--- src/rtl/rlfd_pkg.sv ---
// rlfd_pkg: shared constants, phase codes and beat types for the run-length
// frame decoder. No dependencies; imported by rlfd_core and the top level.
`timescale 1ns / 1ps

package rlfd_pkg;

    // Decoded size of every frame, in bytes
    localparam int FRAME_BYTES = 1024;

    // Byte counter width: holds 0..FRAME_BYTES
    localparam int CNT_W = $clog2(FRAME_BYTES + 1);

    // Compare width: wide enough for the byte counter and a 1..128 run count
    localparam int CMP_W = (CNT_W > 9) ? CNT_W : 9;

    // Control byte fields
    localparam logic [7:0] CTRL_COUNT_MASK = 8'h7F;
    localparam logic [7:0] CTRL_REPEAT_BIT = 8'h80;

    // Decode phase codes
    localparam logic [1:0] PHASE_CONTROL = 2'd0;
    localparam logic [1:0] PHASE_LITERAL = 2'd1;
    localparam logic [1:0] PHASE_REPEAT  = 2'd2;

    // Encoded input beat
    typedef struct packed {
        logic [7:0] in_byte;
        logic       last_in;
    } enc_beat_t;

    // Decoded result beat
    typedef struct packed {
        logic       data_valid;
        logic [7:0] out_byte;
        logic [7:0] run_count;
        logic       frame_done;
        logic       bad_encoding;
    } dec_beat_t;

endpackage

--- src/rtl/rlfd_core.sv ---
// rlfd_core: decode state (phase, run length, byte count, discard flag, mode)
// and the single-pass next-state / result logic. Depends on rlfd_pkg.
`timescale 1ns / 1ps

module rlfd_core (
    input  logic               clk,
    input  logic               rst_n,
    input  logic               cfg_we,
    input  logic               cfg_wdata,
    input  logic               step,
    input  rlfd_pkg::enc_beat_t beat,
    output logic               res_valid,
    output rlfd_pkg::dec_beat_t res
);
    import rlfd_pkg::*;

    logic             raw_mode_reg;
    logic [1:0]       phase_reg,     phase_next;
    logic [7:0]       run_left_reg,  run_left_next;
    logic [CNT_W-1:0] bytes_reg,     bytes_next;
    logic             discard_reg,   discard_next;

    // Widened operands for the space checks
    logic [CMP_W-1:0] bytes_ext;
    logic [CMP_W-1:0] space_ext;
    logic [CMP_W-1:0] ctrl_n_ext;
    logic [CMP_W-1:0] run_ext;
    logic [CMP_W-1:0] new_bytes;
    logic [7:0]       ctrl_n;
    logic             full;

    assign bytes_ext  = CMP_W'(bytes_reg);
    assign space_ext  = CMP_W'(FRAME_BYTES) - bytes_ext;
    assign ctrl_n     = (beat.in_byte & CTRL_COUNT_MASK) + 8'd1;
    assign ctrl_n_ext = CMP_W'(ctrl_n);
    assign run_ext    = CMP_W'(run_left_reg);
    assign full       = bytes_ext >= CMP_W'(FRAME_BYTES);

    // Decode one beat: next state and at most one result
    always_comb
    begin
        logic       err;
        logic       emit;
        logic [7:0] e_byte;
        logic [7:0] e_cnt;

        err           = 1'b0;
        emit          = 1'b0;
        e_byte        = beat.in_byte;
        e_cnt         = 8'd1;
        new_bytes     = bytes_ext;
        phase_next    = phase_reg;
        run_left_next = run_left_reg;
        bytes_next    = bytes_reg;
        discard_next  = discard_reg;
        res_valid     = 1'b0;
        res           = '0;

        if (discard_reg)
        begin
            // Drop the rest of an errored frame
            if (beat.last_in)
            begin
                discard_next = 1'b0;
            end
        end
        else if (raw_mode_reg)
        begin
            if (full)
            begin
                err = 1'b1;
            end
            else
            begin
                new_bytes = bytes_ext + CMP_W'(1);
                emit      = 1'b1;
            end
        end
        else
        begin
            case (phase_reg)
                PHASE_LITERAL:
                begin
                    if (run_left_reg == 8'd0 || full)
                    begin
                        err = 1'b1;
                    end
                    else
                    begin
                        run_left_next = run_left_reg - 8'd1;
                        new_bytes     = bytes_ext + CMP_W'(1);
                        if (run_left_next == 8'd0)
                        begin
                            phase_next = PHASE_CONTROL;
                            emit       = 1'b1;
                        end
                        else if (beat.last_in)
                        begin
                            err = 1'b1;
                        end
                        else
                        begin
                            emit = 1'b1;
                        end
                    end
                end
                PHASE_REPEAT:
                begin
                    if (run_left_reg == 8'd0 || run_ext > space_ext)
                    begin
                        err = 1'b1;
                    end
                    else
                    begin
                        new_bytes     = bytes_ext + run_ext;
                        run_left_next = 8'd0;
                        phase_next    = PHASE_CONTROL;
                        e_cnt         = run_left_reg;
                        emit          = 1'b1;
                    end
                end
                default:
                begin
                    // Control byte
                    if (full || ctrl_n_ext > space_ext || beat.last_in)
                    begin
                        err = 1'b1;
                    end
                    else
                    begin
                        run_left_next = ctrl_n;
                        phase_next    = ((beat.in_byte & CTRL_REPEAT_BIT) != 8'd0)
                                        ? PHASE_REPEAT : PHASE_LITERAL;
                    end
                end
            endcase
        end

        bytes_next = CNT_W'(new_bytes);

        // Last byte of a frame must land exactly on the frame size
        if (emit && beat.last_in && new_bytes != CMP_W'(FRAME_BYTES))
        begin
            emit = 1'b0;
            err  = 1'b1;
        end

        if (err)
        begin
            phase_next       = PHASE_CONTROL;
            run_left_next    = 8'd0;
            bytes_next       = '0;
            discard_next     = !beat.last_in;
            res_valid        = 1'b1;
            res.frame_done   = 1'b1;
            res.bad_encoding = 1'b1;
        end
        else if (emit)
        begin
            res_valid      = 1'b1;
            res.data_valid = 1'b1;
            res.out_byte   = e_byte;
            res.run_count  = e_cnt;
            if (beat.last_in)
            begin
                res.frame_done = 1'b1;
                phase_next     = PHASE_CONTROL;
                run_left_next  = 8'd0;
                bytes_next     = '0;
            end
        end
    end

    // State registers; a mode write restarts the frame
    always_ff @(posedge clk or negedge rst_n)
    begin
        if (!rst_n)
        begin
            raw_mode_reg <= 1'b0;
            phase_reg    <= PHASE_CONTROL;
            run_left_reg <= 8'd0;
            bytes_reg    <= '0;
            discard_reg  <= 1'b0;
        end
        else if (cfg_we)
        begin
            raw_mode_reg <= cfg_wdata;
            phase_reg    <= PHASE_CONTROL;
            run_left_reg <= 8'd0;
            bytes_reg    <= '0;
            discard_reg  <= 1'b0;
        end
        else if (step)
        begin
            phase_reg    <= phase_next;
            run_left_reg <= run_left_next;
            bytes_reg    <= bytes_next;
            discard_reg  <= discard_next;
        end
    end

    // Checks
    a_bad_is_end: assert property (@(posedge clk) disable iff (!rst_n)
        res_valid && res.bad_encoding |-> res.frame_done && !res.data_valid)
        else $error("error result without frame end or with data");

    a_count_nonzero: assert property (@(posedge clk) disable iff (!rst_n)
        res_valid && res.data_valid |-> res.run_count != 8'd0)
        else $error("data result with zero run count");

    a_discard_clean: assert property (@(posedge clk) disable iff (!rst_n)
        discard_reg |-> phase_reg == PHASE_CONTROL && bytes_reg == '0)
        else $error("discarding with live frame state");

    a_raw_phase: assert property (@(posedge clk) disable iff (!rst_n)
        raw_mode_reg |-> phase_reg == PHASE_CONTROL && run_left_reg == 8'd0)
        else $error("run-length phase active in raw mode");

    a_bytes_bound: assert property (@(posedge clk) disable iff (!rst_n)
        CMP_W'(bytes_reg) <= CMP_W'(FRAME_BYTES))
        else $error("byte count past frame size");

endmodule

--- src/rtl/run_length_frame_decoder_top.sv ---
// A beat in the input register decodes to zero or one result; a result is
// loaded into the result register and drives dec_valid (two register stages).
// Throughput: one encoded beat per cycle unless dec_stall backs up.
// The result register lets a new beat enter while a result waits downstream.
// Reset (rst_n, async low) empties both stages, selects run-length mode and
// starts a fresh frame; a raw_mode write also starts a fresh frame.
`timescale 1ns / 1ps

module run_length_frame_decoder_top (
    input  logic                clk,
    input  logic                rst_n,
    input  logic                cfg_we,
    input  logic                cfg_wdata,
    input  logic                enc_valid,
    output logic                enc_stall,
    input  rlfd_pkg::enc_beat_t enc_data,
    output logic                dec_valid,
    input  logic                dec_stall,
    output rlfd_pkg::dec_beat_t dec_data
);
    import rlfd_pkg::*;

    logic      in_valid_reg, in_valid_next;
    enc_beat_t in_beat_reg;
    logic      out_valid_reg, out_valid_next;
    dec_beat_t out_beat_reg;

    logic      res_valid;
    dec_beat_t res;
    logic      out_free;
    logic      advance;
    logic      take;

    // Input stage moves on when its result (if any) has room
    assign out_free  = !out_valid_reg || !dec_stall;
    assign advance   = in_valid_reg && (!res_valid || out_free);
    assign enc_stall = in_valid_reg && !advance;
    assign take      = enc_valid && !enc_stall;

    assign in_valid_next  = take ? 1'b1 : (advance ? 1'b0 : in_valid_reg);
    assign out_valid_next = (advance && res_valid) ? 1'b1
                          : (dec_stall ? out_valid_reg : 1'b0);

    // Input register
    always_ff @(posedge clk or negedge rst_n)
    begin
        if (!rst_n)
        begin
            in_valid_reg <= 1'b0;
        end
        else
        begin
            in_valid_reg <= in_valid_next;
        end
    end

    always_ff @(posedge clk)
    begin
        if (take)
        begin
            in_beat_reg <= enc_data;
        end
    end

    // Decode logic and frame state
    rlfd_core u_core (
        .clk       (clk),
        .rst_n     (rst_n),
        .cfg_we    (cfg_we),
        .cfg_wdata (cfg_wdata),
        .step      (advance),
        .beat      (in_beat_reg),
        .res_valid (res_valid),
        .res       (res)
    );

    // Result register
    always_ff @(posedge clk or negedge rst_n)
    begin
        if (!rst_n)
        begin
            out_valid_reg <= 1'b0;
        end
        else
        begin
            out_valid_reg <= out_valid_next;
        end
    end

    always_ff @(posedge clk)
    begin
        if (advance && res_valid)
        begin
            out_beat_reg <= res;
        end
    end

    assign dec_valid = out_valid_reg;
    assign dec_data  = out_beat_reg;

    // Checks
    a_no_drop: assert property (@(posedge clk) disable iff (!rst_n)
        advance && res_valid |-> out_free)
        else $error("result loaded over an untaken beat");

    a_hold_input: assert property (@(posedge clk) disable iff (!rst_n)
        in_valid_reg && !advance |=> in_valid_reg && $stable(in_beat_reg))
        else $error("stalled input beat lost");

    a_result_load: assert property (@(posedge clk) disable iff (!rst_n)
        advance && res_valid |=> dec_valid)
        else $error("result not presented");

endmodule

--- config.mk ---
export PLATFORM = sky130hd
export DESIGN_NAME = run_length_frame_decoder_top
export DESIGN_NICKNAME = d
export VERILOG_FILES = /design/src/rtl/rlfd_pkg.sv /design/src/rtl/rlfd_core.sv /design/src/rtl/run_length_frame_decoder_top.sv
export SDC_FILE = /design/constraint.sdc
export NUM_CORES = 1
export LEC_CHECK = 0
export BUFFER_PORTS_ARGS = -buffer_cell sky130_fd_sc_hd__buf_2
export CAP_MARGIN = 5
export CORE_MARGIN = 10
export CORE_UTILIZATION = 30
export DETAILED_ROUTE_END_ITERATION = 10
export PLACE_DENSITY = 0.54
export SETUP_SLACK_MARGIN = 0.15
export SKIP_LAST_GASP = 1
export SLEW_MARGIN = 20
export SYNTH_ARGS = -nofsm -noshare
export SYNTH_HDL_FRONTEND = slang
export SYNTH_SLANG_ARGS = --single-unit
--- constraint.sdc ---
create_clock -name clk -period 4 [get_ports clk]
set_clock_uncertainty 0.2 [all_clocks]
set_input_delay 0 -clock clk [delete_from_list [all_inputs] [get_ports clk]]
set_output_delay 0 -clock clk [all_outputs]
set_load 0.05 [all_outputs]
==> reports/summary.txt, run 1 <==
status -> finished, violations left
failing checks -> setup timing
total power -> 2.562 mW
post-DR wirelength/cell -> 20.32 um
Final setup viols -> 14
met1 usage -> 21.57%
initial antenna violation count -> 0
DR DRC count -> 0
fin crit share -> 100.4%
Slew headroom -> 55.19%
DR iter-0 viols -> 674
number of global-route vias before repair -> 5270
Setup CP Type -> reg2reg
routability cong. -> 0.9976
P&R area growth vs syn -> 39.80%
Mapped Area -> 4936 um^2
crit end category -> flop
CTS tree -> done
crit path cell chain -> inv_1 > ha_1 > or3b_4 > o31a_1 > o31a_1 > buf_4 > o21ai_4 > nor3_4 > buf_6 > a211oi_4 > a311oi_4 > buf_4 > o31ai_4 > buf_6 > and2_2
Post-Syn Nets -> 648
Slew Limit Fails -> 0
Worst Path Max Fanout -> 9
number of synthesized flops with an enable pin -> 28
placed cell count -> 907
Fin. Hold Viols -> 0
VDD IR max -> 0.1927 mV
ys flop type -> edfxtp_1
share of layout cells above drive strength 1 -> 34.73%
synthesized flop and latch total -> 53
max cap viols -> 0
Sink Count -> 53
fin nets -> 782
Vias -> 5343
GRT met3 Usage -> 3.064%
via/cell ratio -> 5.589
ys async rst share -> 47.17%
Mapped Cells -> 605
final worst setup slack -> -0.01422 ns
I/O Buffers -> 35
clock buffer depth -> 2
biggest cell delay along the critical path -> 0.42 ns
CP delay by family, top -> compound AO/OA/AOI/OAI gates
M2 GR Usage -> 28.12%
Final Critical Period -> 4.014 ns
die height -> 148.3 um
startpoint types -> flop
non-filler cells, final -> 956
Max Fclk -> 249.1 MHz
Hold Slack -> 0.05561 ns
worst endpoint required time -> 3.80 ns
Starting Density -> 30.85%
GRT Overall Usage -> 17.07%
critical path's slowest cell -> dfrtp_1
Routed Wire Length -> 19430 um
WP buf/inv -> 5
Synth cell types -> 79
Filler cells -> 1626
Die Span X -> 148.3 um
total I/O pin count -> 36
Worst Hold Class -> in2async
die area -> 21980 um^2
RSZ-0062 raised after global routing -> true
P_leak -> 2.742 nW
combined area of the multi-input logic cells -> 3613 um^2
first-pass GRT wire length -> 29790 um
Overflow after GRT -> 0
root buf cell -> clkbuf_16
sequential area share after synthesis -> 29.71%
CORE AREA -> 16000 um^2
worst endpoint data arrival time -> 3.81 ns
largest net degree at the start of global routing -> 27
syn_area_per_cell -> 8.159 um^2
Clock Pin Slew Worst Setup and Hold Paths -> 0.08 ns
power density cells -> 371.2 nW/um^2
total number of yosys warnings -> 0
hpwl dp -> 14300 um
worst-margin pin slew -> 0.6722 ns
Detailed Routing Iterations Pass 1 -> 5
max reg flops -> 19
ANT cells -> 0
H-tree depth -> 2
Clock Latency Late Sink -> 0.31 ns
row cnt -> 46
ANT nets after route -> 0
busiest grt layer -> met2
Reg area -> 1466 um^2
total CTS buffers -> 5
metal layers:
metal	share of wire (%)	routed length, um	vias to the layer above
li1	-	-	2492
met1	41	8055	2585
met2	48	9229	227
met3	7.7	1500	39
met4	3.3	642	0
met5	0	0	-
per-stage QoR:
step	worst slack, ns	cell area, um^2	utilization [%]	TNS [ns]
after global placement	-0.1402	5967	37.29	-2.120
after detailed placement	-0.2150	5967	37.29	-5.634
after floorplan	-0.03434	5026	-	-0.03434
final	-0.01422	6900	43.13	-0.1204
after CTS	0.06233	6502	40.64	0
after global routing	-0.1498	6900	43.13	-4.772
what timing repair did:
| item | CTS | global route |
|---|---|---|
| hold buffers | 15 | 0 |
| hold endpoints to repair | 55 | 0 |
| endpoints found under the setup margin | 70 | 70 |
| cloned | 1 | 2 |
| buffers inserted | 11 | 12 |
| gates resized for setup | 30 | 57 |
| pin swaps | 19 | 34 |
worst register-to-register path: stages (launching register included):
cell,delay (ns)
dfrtp_1,0.42
inv_1,0.10
ha_1,0.16
or3b_4,0.39
o31a_1,0.27
o31a_1,0.31
buf_4,0.15
o21ai_4,0.15
nor3_4,0.05
buf_6,0.13
a211oi_4,0.32
a311oi_4,0.18
buf_4,0.18
o31ai_4,0.21
buf_6,0.17
and2_2,0.29
cell families after synthesis:
family,synth area share [%]
and+or+nand+nor,26.41
buffers and inverters,5.424
AOI/OAI and AO/OA,23.98
muxes,1.901
xor gates and xnor gates,5.323
DFF,29.71
adders and majority gates,7.250
worst paths after layout:
check	from	to	slack, ns	cells past startpoint
worst max register to register	u_core.bytes_ext[0]	dec_data[18]	-0.01	15
min in group clk	enc_data[1]	in_beat_reg[1]	0.20	2
max in group asynchronous	rst_n	u_core.run_left_reg[5]	3.10	2
worst max-delay path	u_core.bytes_ext[0]	dec_data[18]	-0.01	15
worst min register to register	dec_valid	dec_valid	0.33	2
worst min-delay path	rst_n	u_core.bytes_ext[5]	0.06	2
layout by cell type (no fill, tap or decap), types with 16 or more instances in the layout:
cell      netlist  layout
nand3_1        26      22
nor2_1         52      45
dfrtp_1        25      25
nor3_1         21      16
buf_4           1     103
a21oi_1        41      31
o21ai_0        25      24
inv_1          18      18
edfxtp_1       28      28
buf_2          10      34
nand2_1        75      72
ha_1           27      25
cell type report:
type / instances / area share [%]
clock buffer: 5 / 1.813
clock inverter: 3 / 0.3808
inverter: 20 / 1.088
multi-input combinational: 490 / 52.37
sequential: 53 / 21.25
tap: 216 / 3.917
timing repair buffer: 169 / 19.18
cell usage after synthesis (13+ instances only):
cell type / count / area, um^2
dfrtp_1: 25 / 625.6
nand2_1: 75 / 281.5
edfxtp_1: 28 / 840.8
nand2b_1: 13 / 81.33
nand3_1: 26 / 130.1
xnor2_1: 16 / 140.1
xor2_1: 14 / 122.6
a21oi_1: 41 / 205.2
ha_1: 27 / 337.8
inv_1: 18 / 67.56
nor3_1: 21 / 105.1
nor2_1: 52 / 195.2
clkbuf_1: 28 / 105.1
o21ai_0: 25 / 125.1
report_power, final:
group / switching [mW] / internal, mW / total, mW
Combinational: 0.824 / 0.581 / 1.40
Sequential: 0.0466 / 0.640 / 0.686
Clock: 0.233 / 0.237 / 0.470
(Power assumes the default switching activity.)
==> run 2: changes to the inputs <==
- BUFFER_PORTS_ARGS: -buffer_cell sky130_fd_sc_hd__buf_2 -> -buffer_cell sky130_fd_sc_hd__clkbuf_2
- SYNTH_HIERARCHICAL: default -> 1
==> reports/summary.txt, run 2 <==
Routed Wire Length -> 19410 um (about the same)
busiest grt layer -> met2
Detailed Routing Iterations Pass 1 -> 5 (unchanged)
DR DRC count -> 0 (unchanged)
die height -> 146.0 um (-1.6%)
ys async rst share -> 47.17% (unchanged)
Post-Syn Nets -> 609 (-6.0%)
area leader, netlist -> edfxtp_1
M2 GR Usage -> 28.64% (+0.52 points)
clock buffer depth -> 2 (unchanged)
startpoint types -> flop
syn_area_per_cell -> 8.424 um^2 (+3.3%)
Seq pwr share -> 28.6% (+1.8 points)
H-tree depth -> 2 (unchanged)
max reg flops -> 19 (unchanged)
met1 usage -> 22.55% (+0.99 points)
power density cells -> 339.5 nW/um^2 (-8.6%)
ranking of synthesized cells by area -> edfxtp_1, dfrtp_1, ha_1
share of layout cells above drive strength 1 -> 36.05% (+1.3 points)
ANT cells -> 0 (unchanged)
synthesized flop and latch total -> 53 (unchanged)
crit end category -> flop
hpwl dp -> 14670 um (+2.6%)
Final Critical Period -> 4.338 ns (+0.3237 ns)
fin nets -> 767 (-1.9%)
Slew headroom -> 47.36% (-7.8 points)
worst setup path start -> u_core/bytes_ext[0]
fin crit share -> 108.4% (+8.1 points)
Cell Int Power -> 1.374 mW (-5.8%)
top-count cell post-synth -> nand2_1
most common cell after layout, fill and taps aside -> buf_4
P_sw -> 0.9405 mW (-15%)
total power -> 2.315 mW (-9.6%)
number of synthesized flops with an enable pin -> 28 (unchanged)
worst endpoint data arrival time -> 4.20 ns (+0.39 ns)
DR iter-0 viols -> 518 (-23%)
die area -> 21300 um^2 (-3.1%)
total I/O pin count -> 36 (unchanged)
I/O Buffers -> 35 (unchanged)
status -> finished, violations left
RSZ-0062 raised after global routing -> true
total CTS buffers -> 5 (unchanged)
GRT Overall Usage -> 17.66% (+0.60 points)
via/cell ratio -> 5.738 (+2.7%)
Starting Density -> 30.96% (+0.12 points)
routability cong. -> 1.039 (+4.1%)
Mapped Area -> 4760 um^2 (-3.6%)
Worst Path Max Fanout -> 17 (+8)
number of global-route vias before repair -> 5271 (+0.019%)
worst endpoint required time -> 3.86 ns (+0.06 ns)
clock share of power -> 20.9% (+2.5 points)
final worst setup slack -> -0.3379 ns (-0.3237 ns)
Overflow after GRT -> 0 (unchanged)
biggest cell delay along the critical path -> 0.43 ns (about the same)
Sink Count -> 53 (unchanged)
Clock Pin Slew Worst Setup and Hold Paths -> 0.09 ns (about the same)
crit path cell chain -> or3_4 > nor3_4 > xor2_1 > ha_1 > nand2_2 > a221oi_2 > nor2_2 > or4_4 > o211a_4 > or3_1 > a32oi_2 > a2111oi_4 > buf_4 > a41oi_4 > buf_12 > nor3b_1
Synth cell types -> 80 (+1.3%)
P_leak -> 2.741 nW (about the same)
Max Fclk -> 230.5 MHz (-7.5%)
CORE AREA -> 15370 um^2 (-3.9%)
synth cell count leaders -> nand2_1, a21oi_1, nor2_1
CTS tree -> done
P&R area growth vs syn -> 43.24%
Setup CP Type -> reg2reg
initial antenna violation count -> 0 (unchanged)
Slew Limit Fails -> 0 (unchanged)
Logic pwr share -> 50.5% (-4.3 points)
first-pass GRT wire length -> 30190 um (+1.4%)
share of the synthesized area in the top cell type -> 17.67% (+0.63 points)
Vias -> 5365 (+0.41%)
VDD IR max -> 0.2120 mV (+10%)
sequential area share after synthesis -> 30.81% (+1.1 points)
sw frac -> 40.64% (-2.4 points)
total number of yosys warnings -> 6 (+6)
Final setup viols -> 69 (+55)
GRT met3 Usage -> 3.632% (+0.57 points)
critical path's slowest cell -> or4_4
Fin. Hold Viols -> 0 (unchanged)
largest net degree at the start of global routing -> 26 (-3.7%)
ANT nets after route -> 0 (unchanged)
root buf cell -> clkbuf_16
Clock Latency Late Sink -> 0.31 ns (about the same)
Die Span X -> 146.0 um (-1.6%)
ys flop type -> edfxtp_1
row cnt -> 45 (-2.2%)
Critical R2R Launch -> u_core/bytes_ext[0]
post-DR wirelength/cell -> 20.76 um (+2.2%)
Hold Slack -> 0.09967 ns (+0.04407 ns)
Worst Hold Class -> in2async
failing checks -> setup timing
commonest cells after routing, fill and taps aside -> buf_4, nand2_1, a21oi_1
worst-margin pin slew -> 0.7896 ns (+0.1174 ns)
max cap viols -> 0 (unchanged)
Mapped Cells -> 565 (-6.6%)
==> run 2: stage by stage <==
stage	util, %	cell area (um^2)	TNS [ns]	setup WS (ns)	cells
2_1_floorplan	-	4858	-4.455	-0.1761	565
3_3_place_gp	39.03	6000	-14.39	-0.3427	885
3_5_place_dp	39.03	6000	-20.36	-0.5060	885
4_1_cts	43.15	6633	-6.172	-0.1993	926
5_1_grt	44.35	6818	-26.46	-0.5184	935
6_report	44.35	6818	-14.33	-0.3379	935
==> run 2: metal layers <==
layer	up-vias	routed length (um)
met4	0	606
met1	2581	7943
met2	294	9072
met5	-	0
li1	2439	-
met3	51	1790
==> run 2: cell families after synthesis <==
logic type | Yosys count | share of synthesized area [%]
flops | 53 | 30.81
xor+xnor | 26 | 4.784
compound gates | 168 | 25.50
fa+ha+maj | 29 | 7.781
simple gates | 228 | 25.18
mux | 3 | 0.6572
buf+inv | 58 | 5.284
==> run 2: area by class of cell <==
cell class,count,area [um^2]
sequential,53,1466
inverter,24,92.59
tap,211,264.0
clock buffer,6,138.9
clock inverter,2,16.27
fill,1525,8553
timing repair buffer,184,1441
multi-input combinational,455,3398
==> run 2: worst paths after layout <==
kind	end	slack, ns	cells after the start
hold / removal	u_core/discard_reg	0.1	2
setup reg to reg	dec_data[14]	-0.34	16
hold reg to reg	u_core/phase_reg[1]	0.35	2
min in group clk	in_beat_reg[7]	0.21	2
setup / recovery	dec_data[14]	-0.34	16
max in group asynchronous	u_core/run_left_reg[2]	2.99	2
==> run 2: power by group through the flow <==
| stage | combinational [mW] | clock (mW) | sequential [mW] |
|---|---|---|---|
| after floorplan | 0.492 | 0 | 0.755 |
| after CTS | 1.10 | 0.487 | 0.662 |
| after global routing | 1.25 | 0.507 | 0.669 |
| after detailed placement | 0.973 | 0 | 0.672 |
| after global placement | 0.964 | 0 | 0.671 |
| final | 1.17 | 0.484 | 0.662 |
==> run 2: worst max-delay path: cells and delay by family, from the launching register on <==
kind                     cells  cell delay, ns
XOR/XNOR                     1            0.10
AND/OR/NAND/NOR              7            1.64
flip-flops                   1            0.39
AO/OA/AOI/OAI                5            1.05
buffers and inverters        2            0.36
adder cells (fa/ha/maj)      1            0.32
==> run 2: what timing repair did <==
item                       CTS  global route
buffers inserted            16             9
pin swaps                   32            17
resized for setup           43            27
hold buffers                16             0
setup endpoints to repair   72            72
gates cloned                 2             0
hold endpoints to repair    49             0
